--- src/hdl/sample_deglitch_filter_top_macros.svh ---
// Assertion macros for the sample deglitch filter.
// Included by the top level; expects clk and arst_n in scope.
`ifndef SAMPLE_DEGLITCH_FILTER_TOP_MACROS_SVH
`define SAMPLE_DEGLITCH_FILTER_TOP_MACROS_SVH

// Checks a property on every rising clock edge outside reset.
`define DGF_ASSERT(label, prop, msg) \
	label: assert property (@(posedge clk) disable iff (!arst_n) (prop)) else $error(msg);

// Checks that the consequent holds in the cycle after the antecedent.
`define DGF_ASSERT_NEXT(label, ante, cons, msg) \
	`DGF_ASSERT(label, (ante) |=> (cons), msg)

`endif

--- src/hdl/dgf_pkg.sv ---
// Shared types and constants for the sample deglitch filter.
// No dependencies.
`default_nettype none

package dgf_pkg;

	localparam int CNT_WIDTH = 16;

	typedef logic [CNT_WIDTH-1:0] count_t;

	typedef enum logic [1:0] {
		REG_MODE   = 2'd0,
		REG_LENGTH = 2'd1,
		REG_LEVEL  = 2'd2,
		REG_INIT   = 2'd3
	} reg_idx_t;

	localparam logic [1:0] MODE_ABOVE = 2'd0;
	localparam logic [1:0] MODE_BOTH  = 2'd1;
	localparam logic [1:0] MODE_BELOW = 2'd2;

	localparam count_t LENGTH_RESET = count_t'(4);

	typedef struct packed {
		logic [1:0] mode;
		count_t     length_th;
	} cfg_t;

endpackage

`default_nettype wire

--- src/hdl/dgf_stream_if.sv ---
// Valid/ready stream channel carrying one signed sample per beat.
// Depends on nothing; used by the top level of the deglitch filter.
`default_nettype none

interface dgf_stream_if #(parameter int WIDTH = 16);
	logic                    valid;
	logic                    ready;
	logic signed [WIDTH-1:0] data;

	modport source (output valid, output data, input ready);
	modport sink (input valid, input data, output ready);
endinterface

`default_nettype wire

--- src/hdl/dgf_step.sv ---
// Next-state and output decision for one sample of the deglitch filter.
// Depends on dgf_pkg.
`default_nettype none

module dgf_step #(
	parameter int SAMPLE_WIDTH = 16
) (
	input  dgf_pkg::cfg_t                   cfg,
	input  logic signed [SAMPLE_WIDTH-1:0]  level_th,
	input  logic signed [SAMPLE_WIDTH-1:0]  sample,
	input  logic signed [SAMPLE_WIDTH-1:0]  held,
	input  dgf_pkg::count_t                 run_count,
	output logic signed [SAMPLE_WIDTH-1:0]  result,
	output logic signed [SAMPLE_WIDTH-1:0]  held_nxt,
	output dgf_pkg::count_t                 run_count_nxt
);
	import dgf_pkg::*;

	logic   glitch;
	logic   pass;
	count_t count_inc;

	assign count_inc = (run_count == {CNT_WIDTH{1'b1}}) ? run_count : run_count + count_t'(1);
	assign pass = (count_inc >= cfg.length_th);

	always_comb begin
		case (cfg.mode)
			MODE_ABOVE: glitch = (sample > level_th);
			MODE_BOTH: glitch = ((sample > level_th) && (held < level_th)) ||
				((sample < level_th) && (held > level_th));
			MODE_BELOW: glitch = (sample < level_th);
			default: glitch = (sample < level_th);
		endcase
	end

	always_comb begin
		result        = sample;
		held_nxt      = sample;
		run_count_nxt = '0;
		if (glitch) begin
			run_count_nxt = count_inc;
			held_nxt      = held;
			if (!pass) begin
				result = held;
			end else if (cfg.mode == MODE_BOTH) begin
				held_nxt      = sample;
				run_count_nxt = '0;
			end
		end
	end

endmodule

`default_nettype wire

--- src/hdl/sample_deglitch_filter_top.sv ---
// Sample deglitch filter: an accepted input beat enters the input register and then, when the
// output can take it, the result register; throughput is one beat per cycle unless the output
// stalls. The result register drives sample_out; the held level and run counter update with it.
// While a result waits, the input register takes one more beat and then the input stalls.
// Reset clears the run counter, held level and level threshold to zero, mode to 0 and the length
// threshold to 4. Depends on dgf_pkg, dgf_stream_if, dgf_step and the assertion macro header.
`default_nettype none

`include "sample_deglitch_filter_top_macros.svh"

module sample_deglitch_filter_top #(
	parameter int SAMPLE_WIDTH = 16
) (
	input  logic                  clk,
	input  logic                  arst_n,
	dgf_stream_if.sink            sample_in,
	dgf_stream_if.source          sample_out,
	input  logic                  cfg_we,
	input  dgf_pkg::reg_idx_t     cfg_index,
	input  logic [((SAMPLE_WIDTH > dgf_pkg::CNT_WIDTH) ? SAMPLE_WIDTH : dgf_pkg::CNT_WIDTH)-1:0]
		cfg_data
);
	import dgf_pkg::*;

	logic                           s1_valid;
	logic signed [SAMPLE_WIDTH-1:0] sample_s1;
	logic                           s1_adv;
	logic                           out_valid_q;
	logic signed [SAMPLE_WIDTH-1:0] result_q;
	cfg_t                           cfg_q;
	logic signed [SAMPLE_WIDTH-1:0] level_th_q;
	logic signed [SAMPLE_WIDTH-1:0] held_q;
	count_t                         run_count_q;
	logic signed [SAMPLE_WIDTH-1:0] step_result;
	logic signed [SAMPLE_WIDTH-1:0] step_held;
	count_t                         step_count;
	logic                           init_wr;
	logic signed [SAMPLE_WIDTH-1:0] init_val;
	logic                           held_out;

	assign s1_adv           = s1_valid && (!out_valid_q || sample_out.ready);
	assign sample_in.ready  = !s1_valid || s1_adv;
	assign sample_out.valid = out_valid_q;
	assign sample_out.data  = result_q;
	assign init_wr          = cfg_we && (cfg_index == REG_INIT);
	assign init_val         = cfg_data[SAMPLE_WIDTH-1:0];
	assign held_out         = s1_adv && !cfg_we && (step_result != sample_s1);

	dgf_step #(
		.SAMPLE_WIDTH(SAMPLE_WIDTH)
	) u_step (
		.cfg          (cfg_q),
		.level_th     (level_th_q),
		.sample       (sample_s1),
		.held         (held_q),
		.run_count    (run_count_q),
		.result       (step_result),
		.held_nxt     (step_held),
		.run_count_nxt(step_count)
	);

	always_ff @(posedge clk or negedge arst_n) begin
		if (!arst_n) begin
			s1_valid    <= 1'b0;
			out_valid_q <= 1'b0;
		end else begin
			if (sample_in.ready) begin
				s1_valid <= sample_in.valid;
			end
			if (!out_valid_q || sample_out.ready) begin
				out_valid_q <= s1_valid;
			end
		end
	end

	always_ff @(posedge clk) begin
		if (sample_in.valid && sample_in.ready) begin
			sample_s1 <= sample_in.data;
		end
		if (s1_adv) begin
			result_q <= step_result;
		end
	end

	always_ff @(posedge clk or negedge arst_n) begin
		if (!arst_n) begin
			cfg_q.mode      <= MODE_ABOVE;
			cfg_q.length_th <= LENGTH_RESET;
			level_th_q      <= '0;
			held_q          <= '0;
			run_count_q     <= '0;
		end else begin
			if (init_wr) begin
				held_q      <= init_val;
				run_count_q <= '0;
			end else if (s1_adv) begin
				held_q      <= step_held;
				run_count_q <= step_count;
			end
			if (cfg_we) begin
				case (cfg_index)
					REG_MODE: cfg_q.mode <= cfg_data[1:0];
					REG_LENGTH: cfg_q.length_th <= cfg_data[CNT_WIDTH-1:0];
					REG_LEVEL: level_th_q <= cfg_data[SAMPLE_WIDTH-1:0];
					default: ;
				endcase
			end
		end
	end

	`DGF_ASSERT_NEXT(a_init_held, init_wr, held_q == $past(init_val), "held level not reloaded")
	`DGF_ASSERT_NEXT(a_init_count, init_wr, run_count_q == '0, "run count not cleared")
	`DGF_ASSERT_NEXT(a_stage_to_out, s1_adv, out_valid_q, "beat lost before the result register")
	`DGF_ASSERT_NEXT(a_hold_counts, held_out, run_count_q != '0, "held level output with zero count")

endmodule

`default_nettype wire

--- src/flat_wrapper.sv ---
// flat-port wrapper written by rule: the top's interface ports become plain ports
module sample_deglitch_filter_top_flat import dgf_pkg::*;
#(
	parameter int SAMPLE_WIDTH = 16
)
  (clk, arst_n, cfg_we, cfg_index, cfg_data, sample_in_valid, sample_in_data, sample_in_ready, sample_out_valid, sample_out_data, sample_out_ready);
  dgf_stream_if #(.WIDTH(16)) sample_in_i ();
  dgf_stream_if #(.WIDTH(16)) sample_out_i ();
  input  logic clk;
  input  logic arst_n;
  input  logic cfg_we;
  input  dgf_pkg::reg_idx_t cfg_index;
  input  logic [((SAMPLE_WIDTH > dgf_pkg::CNT_WIDTH) ? SAMPLE_WIDTH : dgf_pkg::CNT_WIDTH)-1:0] cfg_data;
  input wire logic [$bits(sample_in_i.valid)-1:0] sample_in_valid;
  input wire logic [$bits(sample_in_i.data)-1:0] sample_in_data;
  output wire logic [$bits(sample_in_i.ready)-1:0] sample_in_ready;
  output wire logic [$bits(sample_out_i.valid)-1:0] sample_out_valid;
  output wire logic [$bits(sample_out_i.data)-1:0] sample_out_data;
  input wire logic [$bits(sample_out_i.ready)-1:0] sample_out_ready;
  assign sample_in_i.valid = sample_in_valid;
  assign sample_in_i.data = sample_in_data;
  assign sample_in_ready = sample_in_i.ready;
  assign sample_out_valid = sample_out_i.valid;
  assign sample_out_data = sample_out_i.data;
  assign sample_out_i.ready = sample_out_ready;
  sample_deglitch_filter_top #(.SAMPLE_WIDTH(SAMPLE_WIDTH)) u_core (.clk(clk), .arst_n(arst_n), .sample_in(sample_in_i), .sample_out(sample_out_i), .cfg_we(cfg_we), .cfg_index(cfg_index), .cfg_data(cfg_data));
endmodule
--- config.mk ---
export PLATFORM = sky130hd
export DESIGN_NAME = sample_deglitch_filter_top_flat
export DESIGN_NICKNAME = d
export VERILOG_FILES = /design/src/hdl/dgf_pkg.sv /design/src/hdl/dgf_stream_if.sv /design/src/hdl/dgf_step.sv /design/src/hdl/sample_deglitch_filter_top.sv /design/src/flat_wrapper.sv
export VERILOG_INCLUDE_DIRS = /design/src /design/src/hdl
export SDC_FILE = /design/constraint.sdc
export NUM_CORES = 1
export LEC_CHECK = 0
export BUFFER_PORTS_ARGS = -buffer_cell sky130_fd_sc_hd__buf_2
export CORE_UTILIZATION = 50
export CTS_BUF_LIST = sky130_fd_sc_hd__clkbuf_8
export DETAILED_ROUTE_END_ITERATION = 8
export HOLD_SLACK_MARGIN = 0.03
export PLACE_DENSITY = 0.71
export SLEW_MARGIN = 20
export SYNTH_ARGS = -nofsm -noshare
export SYNTH_HDL_FRONTEND = slang
export SYNTH_SLANG_ARGS = --single-unit
--- constraint.sdc ---
create_clock -name clk -period 5.6 [get_ports clk]
set_input_delay 1.12 -clock clk [delete_from_list [all_inputs] [get_ports clk]]
set_output_delay 1.12 -clock clk [all_outputs]
set_load 0.005 [all_outputs]
==> results.yml, run 1 <==
pwr:
  p_comb_frac: 0.353
  netSwitchingFraction: 0.329
  clock_power_share: 0.217
  p_per_area_nw_per_um2: 385
  switching_power_mw: 0.800
  p_int_mw: 1.63
  sequentialPowerShare: 0.430
  power_leakage_nw: 2.98
  ir_worst_vdd_mv: 0.272
global_routing:
  track_usage: 0.228
  antenna_found_initial: 0
  grt_pass1_vias: 3982
  grt_overflow_total: 0
  grt_pass1_wl_mm: 19.9
  grt_max_degree: 69
logic_synthesis:
  yosys-top-cells-area: "dfrtp_1 30%, edfxtp_1 17%, ha_1 11%"
  synth-compound-area-share: 0.0934
  ys_seq_area_frac: 0.470
  synth_cells: 495
  synth_top_family_by_area: "multiplexers"
  syn_avg_cell_area_um2: 11.5
  synth_adder_area_share: 0.108
  synth_xor_area_frac: 0.0108
  synthSimpleGateAreaFrac: 0.133
  synth_edf_count: 32
  synth.area.mux_share: 0.146
  post_synth_num_cell_types: 59
  async_reset_ff_frac: 0.680
  yosys_warnings: 0
  netlist_area_um2: 5670
  ys_ff_latch: 100
  synth_top_area_frac: 0.296
  synth_top_cell_by_area: "dfrtp_1"
  syn_nets: 583
  ys.flop_type: "dfrtp_1"
finish:
  nNetsFinal: 642
  drive_gt1_frac: 0.277
  diodes: 0
  area_growth_pct: 11.4
  num-fill-cells: 926
drt:
  vias: 3861
  route.detailed.drc: 0
  dr.pass1.iters: 4
  dr.first_iter.drc_count: 150
  ant_nets: 0
  detail_route.wl_per_cell_um: 17.1
  vias_per_cell: 5.52
  finalWirelength_mm: 12.0
timing:
  hold_viol_final: 0
  post-route-min-period_ns: 4.67
  fin_crit_sh: 0.834
  tightest_slew_ns: 0.995
  setup_ws_ns: 0.932
  finalSetupTns_ns: 0
  drv_slew: 0
  slew_headroom: 0.335
  rsz0062_at_grt: "false"
  max_clock_freq_ghz: 0.214
  setup_viol: 0
  finalClockSkew_ns: 0.0114
floorplanning:
  placementRows: 38
  dieArea_um2: 11800
  coreArea_um2: 10900
  die_x_um: 108
  initial_core_util: 0.518
  die_y_um: 108
  ios: 57
critical_path:
  worstPathCellList: "nand2_1 > or3_1 > nor3_2 > nand4_1 > and3_1 > a21oi_1 > ha_1 > and3_1 > a221o_1 > a221o_1 > a41oi_2 > o21ai_1 > nor3b_2 > nor3_4 > buf_4 > mux2_4"
  critPathBufInv: 1
  critical_path_required_ns: 5.88
  path_class: "flop to flop"
  cp_top_family: "simple AND/OR/NAND/NOR gates"
  critPathLaunchType: "flop"
  cpPeakStageDelay_ns: 0.44
  end_kind: "flop"
  critical_path.slowest_cell: "dfrtp_1"
  cp_max_fo: 16
  crit_arrival_ns: 4.95
clocking:
  cts_hold_buf: 0
  h-tree-depth: 3
  clk_latency_ns: 0.39
  clock-sinks: 100
  post_cts_buffers: 0
  cts_tree: "done"
  cts_max_path_buffers: 2
  cts.clk_slew.worst_paths_ns: 0.10
  cts-resized-gates: 0
  cts_root_buf: "clkbuf_8"
  cts-buffers-inserted: 9
run:
  maxCapViolCount: 0
place:
  dp_slack_ns: 0.927
  port_buffers: 56
  place.gp.congestion: 0.822
  hpwlAfterDp_mm: 8.52
min_path:
  hold_path.class: "flop to flop"
status:
  outcome: "complete, no violations"
[registers in the layout, indices dropped and copies added (netlist names)]
signal / flops
u_core.cfg_q: 18
u_core.run_count_q: 16
u_core.sample_out.data: 16
u_core.held_q: 16
u_core.s1_valid: 1
u_core.sample_s1: 16
u_core.level_th_q: 16
u_core.sample_out.valid: 1
[final timing paths]
check / cells past startpoint / slack (ns) / from / endpoint
hold / removal: 1 / 0.51 / u_core.s1_valid / u_core.sample_out.valid
setup reg to reg: 16 / 0.93 / u_core.run_count_q[6] / u_core.held_q[13]
max in group asynchronous: 2 / 4.08 / arst_n / u_core.cfg_q[13]
min in group asynchronous: 2 / 0.94 / arst_n / u_core.cfg_q[4]
setup / recovery: 16 / 0.93 / u_core.run_count_q[6] / u_core.held_q[13]
hold reg to reg: 1 / 0.51 / u_core.s1_valid / u_core.sample_out.valid
[through the flow]
| step | instance area, um^2 | util | total power, mW | instances | hold slack [ns] |
|---|---|---|---|---|---|
| 2_1_floorplan | 5670 | - | 1.68 | 495 | 0.457 |
| 5_1_grt | 6310 | 0.577 | 2.58 | 699 | 0.526 |
| 3_5_place_dp | 6090 | 0.557 | 1.91 | 683 | 0.494 |
| 4_1_cts | 6310 | 0.577 | 2.45 | 699 | 0.513 |
| 3_3_place_gp | 6090 | 0.557 | 1.88 | 683 | 0.468 |
| 6_report | 6310 | 0.577 | 2.43 | 699 | 0.508 |
[power groups by stage]
stage               combinational [mW]  clock (mW)  sequential, mW
floorplan                        0.647           0            1.03
global placement                 0.825           0            1.05
detailed placement               0.857           0            1.06
CTS                              0.863       0.544            1.04
global route                     0.949       0.567            1.07
finish                           0.859       0.529            1.05
[layer usage]
layer / up-vias / part of all wire / wire, um / GRT usage
li1: 1892 / - / - / -
met1: 1900 / 0.45 / 5350 / 0.289
met2: 50 / 0.51 / 6050 / 0.378
met3: 19 / 0.028 / 336 / 0.0488
met4: 0 / 0.019 / 225 / 0.0927
met5: - / 0 / 0 / 0
[cells in the mapped netlist, types with 5 or more instances]
cell	number
nand2_1	73
dfrtp_1	67
ha_1	49
mux2_2	45
inv_1	38
edfxtp_1	32
a21oi_1	19
mux2_4	18
nor2_1	13
a22o_1	11
nand3_1	10
clkbuf_1	9
nand4_1	9
a21o_1	6
nor2b_1	6
o211ai_1	6
o21ai_0	6
mux2i_1	5
nand3b_1	5
xnor2_1	5
[area by class of cell]
type | count | area, um^2 | area share
well taps | 140 | 175 | 0.0277
flip-flops and latches | 100 | 2660 | 0.422
inverters | 38 | 143 | 0.0226
clock buffers | 9 | 124 | 0.0196
clock inverters | 7 | 104 | 0.0164
multi-input cells | 344 | 2790 | 0.441
repair buffers | 61 | 318 | 0.0503
[logic make-up (layout without fill, tap and decap cells)]
kind of cell | after synthesis | in the layout
fa+ha+maj | 49 | 49
flops | 100 | 100
buf+inv | 51 | 115
simple gates | 150 | 150
compound gates | 70 | 70
mux | 68 | 68
xor+xnor | 7 | 7
[worst reg2reg max path: cells and delay by family, from the launching register on]
kind | cells | cell delay (ns)
flip-flops | 1 | 0.44
adder cells (fa/ha/maj) | 1 | 0.29
multiplexers | 1 | 0.34
buffers and inverters | 1 | 0.26
AND/OR/NAND/NOR | 8 | 1.99
AO/OA/AOI/OAI | 5 | 1.26
[placed cells by master, fill, tap and decap left out, drive strengths merged, types with 4 or more instances in the layout]
cell type / instances
nor2: 14
nor2b: 6
edfxtp: 32
mux2i: 5
o211ai: 6
mux2: 63
nand2: 74
nand3: 10
inv: 42
buf: 61
clkbuf: 9
ha: 49
dfrtp: 67
or2: 4
a21oi: 19
nand2b: 4
a21o: 6
nor3: 5
and3: 4
nand4: 9
nand3b: 5
xnor2: 5
or3: 4
a22o: 11
o21ai: 7
Power figures use the tool's default switching activity.
==> inputs of run 2 (changes only) <==
--- a/config.mk
+++ b/config.mk
@@ -11,7 +11,7 @@
 export CTS_BUF_LIST = sky130_fd_sc_hd__clkbuf_8
 export DETAILED_ROUTE_END_ITERATION = 8
 export HOLD_SLACK_MARGIN = 0.03
-export PLACE_DENSITY = 0.71
+export PLACE_DENSITY = 0.74
 export SLEW_MARGIN = 20
 export SYNTH_ARGS = -nofsm -noshare
 export SYNTH_HDL_FRONTEND = slang
==> constraint.sdc (replaced) <==
create_clock -name clk -period 3.9 [get_ports clk]
set_input_delay 0.78 -clock clk [delete_from_list [all_inputs] [get_ports clk]]
set_output_delay 0.78 -clock clk [all_outputs]
set_load 0.005 [all_outputs]
==> results.yml, run 2 (synthesis results as in run 1) <==
status:
  outcome: "finished, violations left"
  violations: "negative setup slack"
critical_path:
  cp_top_family: "simple AND/OR/NAND/NOR gates"
  critPathBufInv: 2
  worstPathCellList: "nand2_1 > or3_4 > or3_4 > and2_4 > or2_4 > ha_4 > and3_4 > a221o_1 > a221o_1 > a41oi_2 > buf_4 > o21ai_4 > nor3b_2 > nor3_4 > clkbuf_16 > mux2_4"
  path_class: "flop to flop"
  crit_arrival_ns: 4.26
  cp_max_fo: 8
  cpPeakStageDelay_ns: 0.43
  end_kind: "flop"
  critPathLaunchType: "flop"
  critical_path_required_ns: 4.16
  critical_path.slowest_cell: "or3_4"
clocking:
  cts-buffers-inserted: 9
  cts_root_buf: "clkbuf_8"
  cts_max_path_buffers: 2
  cts_hold_buf: 0
  clk_latency_ns: 0.37
  cts.clk_slew.worst_paths_ns: 0.10
  clock-sinks: 100
  cts_tree: "done"
  h-tree-depth: 3
floorplanning:
  coreArea_um2: 10900
  ios: 57
  placementRows: 38
  die_x_um: 108
  dieArea_um2: 11800
  die_y_um: 108
  initial_core_util: 0.518
pwr:
  ir_worst_vdd_mv: 0.373
  clock_power_share: 0.195
  p_per_area_nw_per_um2: 536
  p_int_mw: 2.45
  switching_power_mw: 1.19
  power_leakage_nw: 3.25
  p_comb_frac: 0.395
  netSwitchingFraction: 0.326
  sequentialPowerShare: 0.410
timing:
  fin_crit_sh: 1.03
  setup_viol: 28
  rsz0062_at_grt: "true"
  setup_ws_ns: -0.101
  slew_headroom: 0.321
  drv_slew: 0
  max_clock_freq_ghz: 0.250
  tightest_slew_ns: 1.02
  finalClockSkew_ns: 0.0114
  hold_viol_final: 0
  holdWs_ns: 0.398
  post-route-min-period_ns: 4.00
drt:
  route.detailed.drc: 0
  finalWirelength_mm: 13.0
  vias_per_cell: 5.62
  dr.pass1.iters: 4
  ant_nets: 0
  dr.first_iter.drc_count: 168
  vias: 4156
  detail_route.wl_per_cell_um: 17.6
run:
  maxCapViolCount: 0
finish:
  largest-register: "u_core.cfg_q"
  final_common_cell: "nand2_1"
  diodes: 0
  area_growth_pct: 19.7
  drive_gt1_frac: 0.348
  final_cell_mix: "73 x nand2_1, 67 x dfrtp_1, 55 x buf_2"
  largest_register_ffs: 18
  nNetsFinal: 683
  stdcell_count: 740
min_path:
  hold_path.class: "input pin to async pin"
global_routing:
  track_usage: 0.235
  grt_overflow_total: 0
  grt_max_degree: 45
  antenna_found_initial: 0
  grt_pass1_wl_mm: 20.8
  grt_pass1_vias: 4404
place:
  dp_slack_ns: -0.188
  port_buffers: 56
  place.gp.congestion: 0.825
  hpwlAfterDp_mm: 9.45
  numPlacedInstances: 716
run 2: cell count changes in the layout (fill, tap and decap cells not counted), sizes merged:
cell,previous run,this run
clkbuf,9,11
clkinvlp,0,1
and2,3,4
buf,61,99
clkinv,1,3
inv,42,39
run 2: worst paths after layout:
kind | slack [ns] | cells after the start | from | to
worst max-delay path | -0.10 | 16 | u_core.run_count_q[5] | u_core.held_q[14]
worst min-delay path | 0.40 | 1 | arst_n | u_core.level_th_q[1]
worst max register to register | -0.10 | 16 | u_core.run_count_q[5] | u_core.held_q[14]
worst min register to register | 0.51 | 1 | u_core.s1_valid | u_core.sample_out.valid
max in group asynchronous | 2.83 | 2 | arst_n | u_core.cfg_q[2]
min in group clk | 0.51 | 1 | u_core.s1_valid | u_core.sample_out.valid
run 2: layout make-up:
class	instances	area, um^2
fill	870	4150
multi-input combinational	345	2910
sequential	100	2660
timing repair buffer	101	688
tap	140	175
inverter	38	143
clock buffer	9	124
clock inverter	7	83.8
run 2: timing repair:
item                                    in CTS  in global routing
endpoints found under the setup margin      27                 46
buffers inserted                             3                  3
pin swaps                                    9                  9
gates resized for setup                      6                 12
cloned                                       1                  2
run 2: metrics by stage:
| step | power, mW | cell area [um^2] | setup TNS (ns) | util |
|---|---|---|---|---|
| detailed placement | 2.84 | 6430 | -2.67 | 0.588 |
| global route | 3.82 | 6790 | -6.13 | 0.621 |
| floorplan | 2.41 | 5730 | -0.532 | - |
| global placement | 2.78 | 6430 | -0.315 | 0.588 |
| finish | 3.64 | 6790 | -1.45 | 0.621 |
| CTS | 3.58 | 6700 | -2.37 | 0.613 |
run 2: power by group through the flow:
stage | sequential, mW | combinational, mW | clock (mW)
6_report | 1.49 | 1.44 | 0.710
5_1_grt | 1.52 | 1.55 | 0.750
4_1_cts | 1.49 | 1.38 | 0.716
3_5_place_dp | 1.51 | 1.33 | 0
3_3_place_gp | 1.50 | 1.28 | 0
2_1_floorplan | 1.48 | 0.931 | 0
run 2: worst register-to-register path, delay by kind of cell, from the launching register on:
family	cells	cell delay [ns]
adders and majority gates	1	0.20
muxes	1	0.29
DFF	1	0.36
and+or+nand+nor	8	1.80
buffers and inverters	2	0.38
AOI/OAI and AO/OA	4	0.85
run 2: routing by layer:
layer	vias to the layer above	wire length, um	GRT usage
met5	-	0	0
met4	0	227	0.100
met3	19	382	0.0295
met2	92	6640	0.420
met1	2063	5750	0.283
li1	1982	-	-
